`src/hdl/rhsv_pkg.sv`:
```
// Shared types and constants for the 8-bit RGB to HSV pixel pipeline.
// No dependencies; every other file in hdl/ imports this package.
package rhsv_pkg;

   // channel and result width
   localparam int CHAN_W     = 8;
   // restoring-division steps: saturation quotient is 8 bits, hue quotient 6 bits
   localparam int SAT_STEPS  = 8;
   localparam int HUE_STEPS  = 6;
   localparam int SAT_PROD_W = 2 * CHAN_W;
   localparam int HUE_PROD_W = CHAN_W + HUE_STEPS;

   // scale constants of the conversion
   localparam int HSV_FULL     = 255;
   localparam int HSV_STEP     = 43;
   localparam int HSV_GREEN_AT = 85;
   localparam int HSV_BLUE_AT  = 171;

   // word carried through the divider stages
   typedef struct packed {
      logic [CHAN_W-1:0]    bright;   // max channel, saturation divisor
      logic [CHAN_W-1:0]    span;     // max - min, hue divisor
      logic                 neg;      // hue difference is negative
      logic [CHAN_W-1:0]    base;     // sector offset
      logic [CHAN_W-1:0]    sat_rem;  // partial remainder, saturation
      logic [SAT_STEPS-1:0] sat_sh;   // dividend bits out, quotient bits in
      logic [CHAN_W-1:0]    hue_rem;  // partial remainder, hue
      logic [HUE_STEPS-1:0] hue_sh;   // dividend bits out, quotient bits in
   } div_type;

endpackage

```
`src/hdl/rhsv_front.sv`:
```
// Front end of the HSV pipeline: max/min and sector pick, then range,
// hue difference and scaled dividends. Two register stages. Uses rhsv_pkg.
module rhsv_front (
   input  logic                          clock,
   input  logic                          reset,
   input  logic                          in_valid,
   output logic                          in_ready,
   input  logic [rhsv_pkg::CHAN_W-1:0]   in_blue,
   input  logic [rhsv_pkg::CHAN_W-1:0]   in_green,
   input  logic [rhsv_pkg::CHAN_W-1:0]   in_red,
   output logic                          out_valid,
   input  logic                          out_ready,
   output rhsv_pkg::div_type             out_word
);
   import rhsv_pkg::*;

   localparam logic [1:0] SEC_RED   = 2'd0;
   localparam logic [1:0] SEC_GREEN = 2'd1;
   localparam logic [1:0] SEC_BLUE  = 2'd2;

   typedef struct packed {
      logic [CHAN_W-1:0] red;
      logic [CHAN_W-1:0] green;
      logic [CHAN_W-1:0] blue;
      logic [CHAN_W-1:0] hi;
      logic [CHAN_W-1:0] lo;
      logic [1:0]        sector;
   } pick_type;

   logic     s0_valid_ff, s0_valid_in;
   pick_type s0_word_ff, s0_word_in;
   logic     s0_ready;
   logic     s1_valid_ff, s1_valid_in;
   div_type  s1_word_ff, s1_word_in;
   logic     s1_ready;

   // stage 0: largest, smallest, and which channel wins (red first, then green)
   always_comb begin
      logic [CHAN_W-1:0] mx_rg;
      logic [CHAN_W-1:0] mn_rg;
      mx_rg = (in_red > in_green) ? in_red : in_green;
      mn_rg = (in_red < in_green) ? in_red : in_green;
      s0_word_in.red   = in_red;
      s0_word_in.green = in_green;
      s0_word_in.blue  = in_blue;
      s0_word_in.hi    = (in_blue > mx_rg) ? in_blue : mx_rg;
      s0_word_in.lo    = (in_blue < mn_rg) ? in_blue : mn_rg;
      if (s0_word_in.hi == in_red) begin
         s0_word_in.sector = SEC_RED;
      end else if (s0_word_in.hi == in_green) begin
         s0_word_in.sector = SEC_GREEN;
      end else begin
         s0_word_in.sector = SEC_BLUE;
      end
   end

   assign s0_ready    = !s0_valid_ff || s1_ready;
   assign s0_valid_in = s0_ready ? in_valid : s0_valid_ff;
   assign in_ready    = s0_ready;

   // stage 1: range, signed channel difference, dividends and first remainders
   always_comb begin
      logic [CHAN_W:0]         diff;
      logic [CHAN_W:0]         diff_neg;
      logic [CHAN_W-1:0]       span;
      logic [CHAN_W-1:0]       mag;
      logic [SAT_PROD_W-1:0]   sat_prod;
      logic [HUE_PROD_W-1:0]   hue_prod;
      span = s0_word_ff.hi - s0_word_ff.lo;
      case (s0_word_ff.sector)
         SEC_RED: begin
            diff = {1'b0, s0_word_ff.green} - {1'b0, s0_word_ff.blue};
            s1_word_in.base = '0;
         end
         SEC_GREEN: begin
            diff = {1'b0, s0_word_ff.blue} - {1'b0, s0_word_ff.red};
            s1_word_in.base = CHAN_W'(HSV_GREEN_AT);
         end
         default: begin
            diff = {1'b0, s0_word_ff.red} - {1'b0, s0_word_ff.green};
            s1_word_in.base = CHAN_W'(HSV_BLUE_AT);
         end
      endcase
      diff_neg = '0 - diff;
      mag      = diff[CHAN_W] ? diff_neg[CHAN_W-1:0] : diff[CHAN_W-1:0];
      sat_prod = SAT_PROD_W'({{(SAT_PROD_W-CHAN_W){1'b0}}, span}
                             * SAT_PROD_W'(HSV_FULL));
      hue_prod = HUE_PROD_W'({{(HUE_PROD_W-CHAN_W){1'b0}}, mag}
                             * HUE_PROD_W'(HSV_STEP));
      s1_word_in.bright  = s0_word_ff.hi;
      s1_word_in.span    = span;
      s1_word_in.neg     = diff[CHAN_W];
      // upper dividend halves are already below the divisor
      s1_word_in.sat_rem = sat_prod[SAT_PROD_W-1:SAT_STEPS];
      s1_word_in.sat_sh  = sat_prod[SAT_STEPS-1:0];
      s1_word_in.hue_rem = hue_prod[HUE_PROD_W-1:HUE_STEPS];
      s1_word_in.hue_sh  = hue_prod[HUE_STEPS-1:0];
   end

   assign s1_ready    = !s1_valid_ff || out_ready;
   assign s1_valid_in = s1_ready ? s0_valid_ff : s1_valid_ff;

   // advance both stages when the next one has room
   always_ff @(posedge clock) begin
      if (reset) begin
         s0_valid_ff <= 1'b0;
         s1_valid_ff <= 1'b0;
      end else begin
         s0_valid_ff <= s0_valid_in;
         s1_valid_ff <= s1_valid_in;
      end
   end

   always_ff @(posedge clock) begin
      if (s0_ready && in_valid) begin
         s0_word_ff <= s0_word_in;
      end
      if (s1_ready && s0_valid_ff) begin
         s1_word_ff <= s1_word_in;
      end
   end

   assign out_valid = s1_valid_ff;
   assign out_word  = s1_word_ff;

endmodule

```
`src/hdl/rhsv_div_stage.sv`:
```
// One registered restoring-division step for saturation and, in the first
// stages, hue. Uses rhsv_pkg for the word type and step counts.
module rhsv_div_stage #(
   parameter int STEP = 0
) (
   input  logic              clock,
   input  logic              reset,
   input  logic              in_valid,
   output logic              in_ready,
   input  rhsv_pkg::div_type in_word,
   output logic              out_valid,
   input  logic              out_ready,
   output rhsv_pkg::div_type out_word
);
   import rhsv_pkg::*;

   localparam bit HUE_ON = (STEP < HUE_STEPS);

   logic    valid_ff, valid_in;
   div_type word_ff, word_in;

   // shift in the next dividend bit, subtract the divisor where it fits
   always_comb begin
      logic [CHAN_W:0] sat_r2;
      logic [CHAN_W:0] sat_diff;
      logic            sat_go;
      logic [CHAN_W:0] hue_r2;
      logic [CHAN_W:0] hue_diff;
      logic            hue_go;
      word_in  = in_word;
      sat_r2   = {in_word.sat_rem, in_word.sat_sh[SAT_STEPS-1]};
      sat_diff = sat_r2 - {1'b0, in_word.bright};
      sat_go   = (sat_r2 >= {1'b0, in_word.bright});
      word_in.sat_rem = sat_go ? sat_diff[CHAN_W-1:0] : sat_r2[CHAN_W-1:0];
      word_in.sat_sh  = {in_word.sat_sh[SAT_STEPS-2:0], sat_go};
      hue_r2   = {in_word.hue_rem, in_word.hue_sh[HUE_STEPS-1]};
      hue_diff = hue_r2 - {1'b0, in_word.span};
      hue_go   = (hue_r2 >= {1'b0, in_word.span});
      if (HUE_ON) begin
         word_in.hue_rem = hue_go ? hue_diff[CHAN_W-1:0] : hue_r2[CHAN_W-1:0];
         word_in.hue_sh  = {in_word.hue_sh[HUE_STEPS-2:0], hue_go};
      end
   end

   assign in_ready = !valid_ff || out_ready;
   assign valid_in = in_ready ? in_valid : valid_ff;

   always_ff @(posedge clock) begin
      if (reset) begin
         valid_ff <= 1'b0;
      end else begin
         valid_ff <= valid_in;
      end
   end

   // hold the word while stalled
   always_ff @(posedge clock) begin
      if (in_ready && in_valid) begin
         word_ff <= word_in;
      end
   end

   assign out_valid = valid_ff;
   assign out_word  = word_ff;

endmodule

```
`src/hdl/rhsv_back.sv`:
```
// Output stage of the HSV pipeline: sign and sector offset for hue, grey and
// black override, result register. Uses rhsv_pkg.
module rhsv_back (
   input  logic                          clock,
   input  logic                          reset,
   input  logic                          in_valid,
   output logic                          in_ready,
   input  rhsv_pkg::div_type             in_word,
   output logic                          out_valid,
   input  logic                          out_stall,
   output logic [rhsv_pkg::CHAN_W-1:0]   out_hue,
   output logic [rhsv_pkg::CHAN_W-1:0]   out_saturation,
   output logic [rhsv_pkg::CHAN_W-1:0]   out_brightness
);
   import rhsv_pkg::*;

   logic              valid_ff, valid_in;
   logic [CHAN_W-1:0] hue_ff, hue_in;
   logic [CHAN_W-1:0] sat_ff, sat_in;
   logic [CHAN_W-1:0] bright_ff;

   // apply the sign to the hue quotient, add the offset, wrap to 8 bits
   always_comb begin
      logic [CHAN_W-1:0] q_ext;
      q_ext = {{(CHAN_W-HUE_STEPS){1'b0}}, in_word.hue_sh};
      if (in_word.span == '0) begin
         hue_in = '0;
         sat_in = '0;
      end else begin
         hue_in = in_word.neg ? (in_word.base - q_ext) : (in_word.base + q_ext);
         sat_in = in_word.sat_sh;
      end
   end

   assign in_ready = !valid_ff || !out_stall;
   assign valid_in = in_ready ? in_valid : valid_ff;

   always_ff @(posedge clock) begin
      if (reset) begin
         valid_ff <= 1'b0;
      end else begin
         valid_ff <= valid_in;
      end
   end

   always_ff @(posedge clock) begin
      if (in_ready && in_valid) begin
         hue_ff    <= hue_in;
         sat_ff    <= sat_in;
         bright_ff <= in_word.bright;
      end
   end

   assign out_valid      = valid_ff;
   assign out_hue        = hue_ff;
   assign out_saturation = sat_ff;
   assign out_brightness = bright_ff;

endmodule

```
`src/hdl/rgb_to_hsv_8bit_pixel.sv`:
```
// Top level of the 8-bit RGB to HSV pixel converter.
// Depends on rhsv_pkg, rhsv_front, rhsv_div_stage and rhsv_back.
//
// Usage:
//   Input word: req_blue, req_green, req_red, taken at a clock edge where
//   req_valid is high and req_stall is low.
//   Result word: rsp_hue, rsp_saturation, rsp_brightness, taken at a clock
//   edge where rsp_valid is high and rsp_stall is low. Every pixel gives
//   exactly one result, in order.
//   Path from acceptance to rsp_valid: two front stages (max/min, then
//   range and dividends), eight one-bit restoring-division stages (the
//   saturation quotient has 8 bits; the 6-bit hue quotient runs alongside
//   in the first six), one output stage.
//   Throughput: one pixel per cycle while rsp_stall does not back it up.
//   Stall: each stage holds its word while the one after it is full and
//   stalled; empty stages still fill, so req_stall rises only when all
//   eleven stages hold a word and rsp_stall is high. Nothing is lost or
//   repeated.
//   Reset: synchronous, active high; clears every stage valid, so the
//   pipeline comes up empty and ready. No configuration.
module rgb_to_hsv_8bit_pixel (
   input  logic                          clock,
   input  logic                          reset,
   input  logic                          req_valid,
   output logic                          req_stall,
   input  logic [rhsv_pkg::CHAN_W-1:0]   req_blue,
   input  logic [rhsv_pkg::CHAN_W-1:0]   req_green,
   input  logic [rhsv_pkg::CHAN_W-1:0]   req_red,
   output logic                          rsp_valid,
   input  logic                          rsp_stall,
   output logic [rhsv_pkg::CHAN_W-1:0]   rsp_hue,
   output logic [rhsv_pkg::CHAN_W-1:0]   rsp_saturation,
   output logic [rhsv_pkg::CHAN_W-1:0]   rsp_brightness
);
   import rhsv_pkg::*;

   logic    front_ready;
   logic    stage_valid [0:SAT_STEPS];
   logic    stage_ready [0:SAT_STEPS];
   div_type stage_word  [0:SAT_STEPS];

   // front end: max/min and dividends
   rhsv_front u_front (
      .clock     (clock),
      .reset     (reset),
      .in_valid  (req_valid),
      .in_ready  (front_ready),
      .in_blue   (req_blue),
      .in_green  (req_green),
      .in_red    (req_red),
      .out_valid (stage_valid[0]),
      .out_ready (stage_ready[0]),
      .out_word  (stage_word[0])
   );

   assign req_stall = !front_ready;

   // divider chain, one quotient bit per stage
   for (genvar k = 0; k < SAT_STEPS; k++) begin : g_div
      rhsv_div_stage #(
         .STEP (k)
      ) u_step (
         .clock     (clock),
         .reset     (reset),
         .in_valid  (stage_valid[k]),
         .in_ready  (stage_ready[k]),
         .in_word   (stage_word[k]),
         .out_valid (stage_valid[k+1]),
         .out_ready (stage_ready[k+1]),
         .out_word  (stage_word[k+1])
      );
   end

   // final assembly and result register
   rhsv_back u_back (
      .clock          (clock),
      .reset          (reset),
      .in_valid       (stage_valid[SAT_STEPS]),
      .in_ready       (stage_ready[SAT_STEPS]),
      .in_word        (stage_word[SAT_STEPS]),
      .out_valid      (rsp_valid),
      .out_stall      (rsp_stall),
      .out_hue        (rsp_hue),
      .out_saturation (rsp_saturation),
      .out_brightness (rsp_brightness)
   );

   // a grey pixel has no hue
   a_grey_no_hue : assert property (@(posedge clock) disable iff (reset)
      rsp_valid && (rsp_saturation == '0) |-> (rsp_hue == '0))
      else $error("nonzero hue on a pixel with zero saturation");

   // a black pixel has no saturation
   a_black_no_sat : assert property (@(posedge clock) disable iff (reset)
      rsp_valid && (rsp_brightness == '0) |-> (rsp_saturation == '0))
      else $error("nonzero saturation on a black pixel");

   // the input only backs up once the whole pipeline is full and stalled
   a_stall_only_full : assert property (@(posedge clock) disable iff (reset)
      req_stall |-> (rsp_valid && rsp_stall && stage_valid[0]))
      else $error("input stalled while the pipeline has room");

endmodule
```
`config.mk`:
```
export PLATFORM = sky130hd
export DESIGN_NAME = rgb_to_hsv_8bit_pixel
export DESIGN_NICKNAME = d
export VERILOG_FILES = /design/src/hdl/rhsv_pkg.sv /design/src/hdl/rhsv_front.sv /design/src/hdl/rhsv_div_stage.sv /design/src/hdl/rhsv_back.sv /design/src/hdl/rgb_to_hsv_8bit_pixel.sv
export SDC_FILE = /design/constraint.sdc
export NUM_CORES = 1
export LEC_CHECK = 0
export BUFFER_PORTS_ARGS = -buffer_cell sky130_fd_sc_hd__buf_2
export CELL_PAD_IN_SITES_DETAIL_PLACEMENT = 0
export CELL_PAD_IN_SITES_GLOBAL_PLACEMENT = 1
export CORE_MARGIN = 5
export CORE_UTILIZATION = 35
export CTS_CLUSTER_SIZE = 10
export DETAILED_ROUTE_END_ITERATION = 12
export HOLD_SLACK_MARGIN = 0.06
export PLACE_DENSITY_LB_ADDON = 0.05
export SETUP_SLACK_MARGIN = 0.02
export SYNTH_ARGS = -nofsm -noshare
export SYNTH_HDL_FRONTEND = slang
export SYNTH_SLANG_ARGS = --single-unit
```
`constraint.sdc`:
```
create_clock -name clock -period 18.8 [get_ports clock]
set_input_delay 1.88 -clock clock [delete_from_list [all_inputs] [get_ports clock]]
set_output_delay 1.88 -clock clock [all_outputs]
set_load 0.005 [all_outputs]
```
==> summary.txt <==
status: finished, final reports clean
largest net degree at the start of global routing: 50
Worst R2R Path Depth: 19
Top Ports: 54
crit share post-route: 34.0%
flops & latches, synth: 487
vias per cell: 4.74
Hold Crit Start: g_div[1].u_step.out_word[2]
Routed Antenna Nets: 0
EDFF count, synth: 476
worst clock skew: 31.1 ps
die area: 0.0808 mm²
syn_nets: 2385
GRT Resource Usage Total: 12.7%
CTS Hold Bufs: 0
area of the mapped netlist: 0.0263 mm²
core footprint: 0.0746 mm²
fin crit period: 6390 ps
Final Util: 39.6%
commonest register cell after synthesis: edfxtp_1
critical path startpoint: u_front.s0_word_ff[11]
total grt overflow: 0
initial antenna violation count: 0
footprint of the multi-input gates: 0.0107 mm²
Worst EP arrival: 6740 ps
Reg clk slew, reported paths: 60 ps
crit path max fanout: 6
Synth cell types: 77
H-tree depth: 2
sequential-to-total area share from yosys stat: 55.1%
# nets final: 2495
die height: 284 µm
Fin. Hold Viols: 0
class of the worst hold path: reg2reg
Worst setup SP type: flop
Clk Latency, worst-skew pair: 610 ps
HPWL Detailed: 39100 µm
Critical R2R Capture: u_front.out_word[29]
Post-CTS Setup Bufs: 0
launching point of the worst reg2reg path: u_front.s0_word_ff[11]
synthesis-to-finish area growth: 12.1%
sequential cell area: 0.0145 mm²
DR vias: 14951
Num Clock Sinks: 487
CTS tree: yes
max cap viols: 0
area post-placement: 0.0279 mm²
fill count: 7036
mean cell area of the mapped netlist: 12.8 µm²
global-route wire length before repair: 83800 µm
YS warnings: 0
n_diodes: 0
Die X: 284 µm
hold path depth: 0
Post-CTS Resized: 0
WS Path Type: reg2reg
Post-synth ARST share: 0%
cell area after layout: 0.0295 mm²
global placement routability congestion: 0.818
WP data required: 19160 ps
final setup vio count: 0
drt pass-1 iters: 5
CTS Buf Count: 57
worst slew pin tran: 1120 ps
Highest Clock Rate: 157 MHz
final max-slew violation count: 0
Port-buffer cells: 53
initial DRC count: 576
CTS Root Cell: clkbuf_16
clk buf depth: 3
CP endpoint kind: flop
vias in the first global route: 15739
share of layout cells above drive strength 1: 10.5%
hold endpoint: g_div[2].u_step.out_word[3]
TNS Setup: 0 ps
Syn Inst Count: 2055
Max-Slew Margin vs Limit: 25.3%
routed len/inst: 15.9 µm
# DRC: 0
r2r setup slk: 12410 ps
RSZ-0062 raised after global routing: false
routed wire length: 50100 µm
initial core utilization: 35.3%
placement row count: 100
[worst max-delay path by stage]
stage               cells past startpoint                    end  slack, ps
floorplan                               7    u_front.out_word[0]      11600
global placement                       17  u_front.s0_word_ff[1]      12140
detailed placement                     17  u_front.s0_word_ff[1]      12160
CTS                                    19   u_front.out_word[29]      12310
global route                           19   u_front.out_word[29]      11840
finish                                 19   u_front.out_word[29]      12410
[placed cells by master, fill, tap and decap left out, drive strengths merged, types with 48 or more instances in the layout]
master,count
edfxtp,476
ha,246
o21ai,77
fa,56
a21oi,94
clkbuf,68
buf,62
mux2,61
nand2,48
xnor2,73
nor2,128
inv,326
[stage by stage]
step | instances | setup slack (ps) | hold WS (ps)
finish | 3156 | 12410 | 395
global route | 3156 | 11840 | 410
CTS | 3156 | 12310 | 398
detailed placement | 3075 | 12160 | 405
global placement | 3075 | 12140 | 402
floorplan | 2055 | 11600 | 400
[kinds of logic (layout without fill, tap and decap cells)]
family / count (synthesis) / after routing / synth area share, %
mux: 100 / 100 / 4.10
buf+inv: 335 / 467 / 4.79
simple gates: 370 / 370 / 7.04
compound gates: 354 / 354 / 9.47
flops: 487 / 487 / 55.1
xor+xnor: 107 / 107 / 3.56
fa+ha+maj: 302 / 302 / 15.9
[metal layers]
metal  routed length (µm)  track usage [%]  vias up
met5                    0                0        -
met3                 1740             2.22       93
met1                21800             15.6     7095
met4                 1660             4.23        0
met2                24900             22.6      200
li1                     -                -     7563
[registers in the layout, indices dropped and copies added, names as in the netlist]
name	cells
u_front.out_word	49
u_back.out_hue	8
u_front.out_valid	1
g_div.u_step.out_word	361
u_front.s0_valid_ff	1
u_back.out_saturation	8
g_div.u_step.out_valid	8
u_back.out_brightness	8
u_back.out_valid	1
u_front.s0_word_ff	42
[critical path, stage by stage (launching register included)]
cell and delay (ps):
edfxtp_1 440, ha_1 300, a21o_1 170, a21o_1 200, a21oi_1 160, o21bai_1 120, xor2_1 860, inv_1 250
fa_1 600, inv_1 90, fa_1 510, fa_1 520, fa_1 490, ha_1 350, o21ai_0 100, nand2b_1 110
a31oi_1 240, o21ai_0 170, o41ai_1 330, xnor2_1 130
[area by class of cell]
class	count	share of cell area [%]
repair buffers	62	1.13
clock inverters	13	0.453
flip-flops and latches	487	49.1
clock buffers	68	4.97
inverters	324	4.12
multi-input cells	1233	36.1
well taps	969	4.10
[Yosys cell counts (17+ instances only)]
cell type  instances  area, µm²
nor2_1           127        477
nand2_1           48        180
nand2b_1          19        119
o21ai_1           17       85.1
xnor2_1           73        639
a21o_1            35        263
nor2b_1           43        269
inv_1            323       1210
a21boi_0          27        203
nor3_1            34        170
mux2_2            60        676
ha_1             246       3080
mux2i_1           39        390
fa_1              56       1120
nand4_1           31        194
xor2_1            34        298
a21oi_1           93        465
o21a_1            35        263
edfxtp_1         476      14300
o21ai_0           58        290
Power is not shown: default switching activity piles up to over one toggle a cycle in this logic, so the estimate is an artifact.
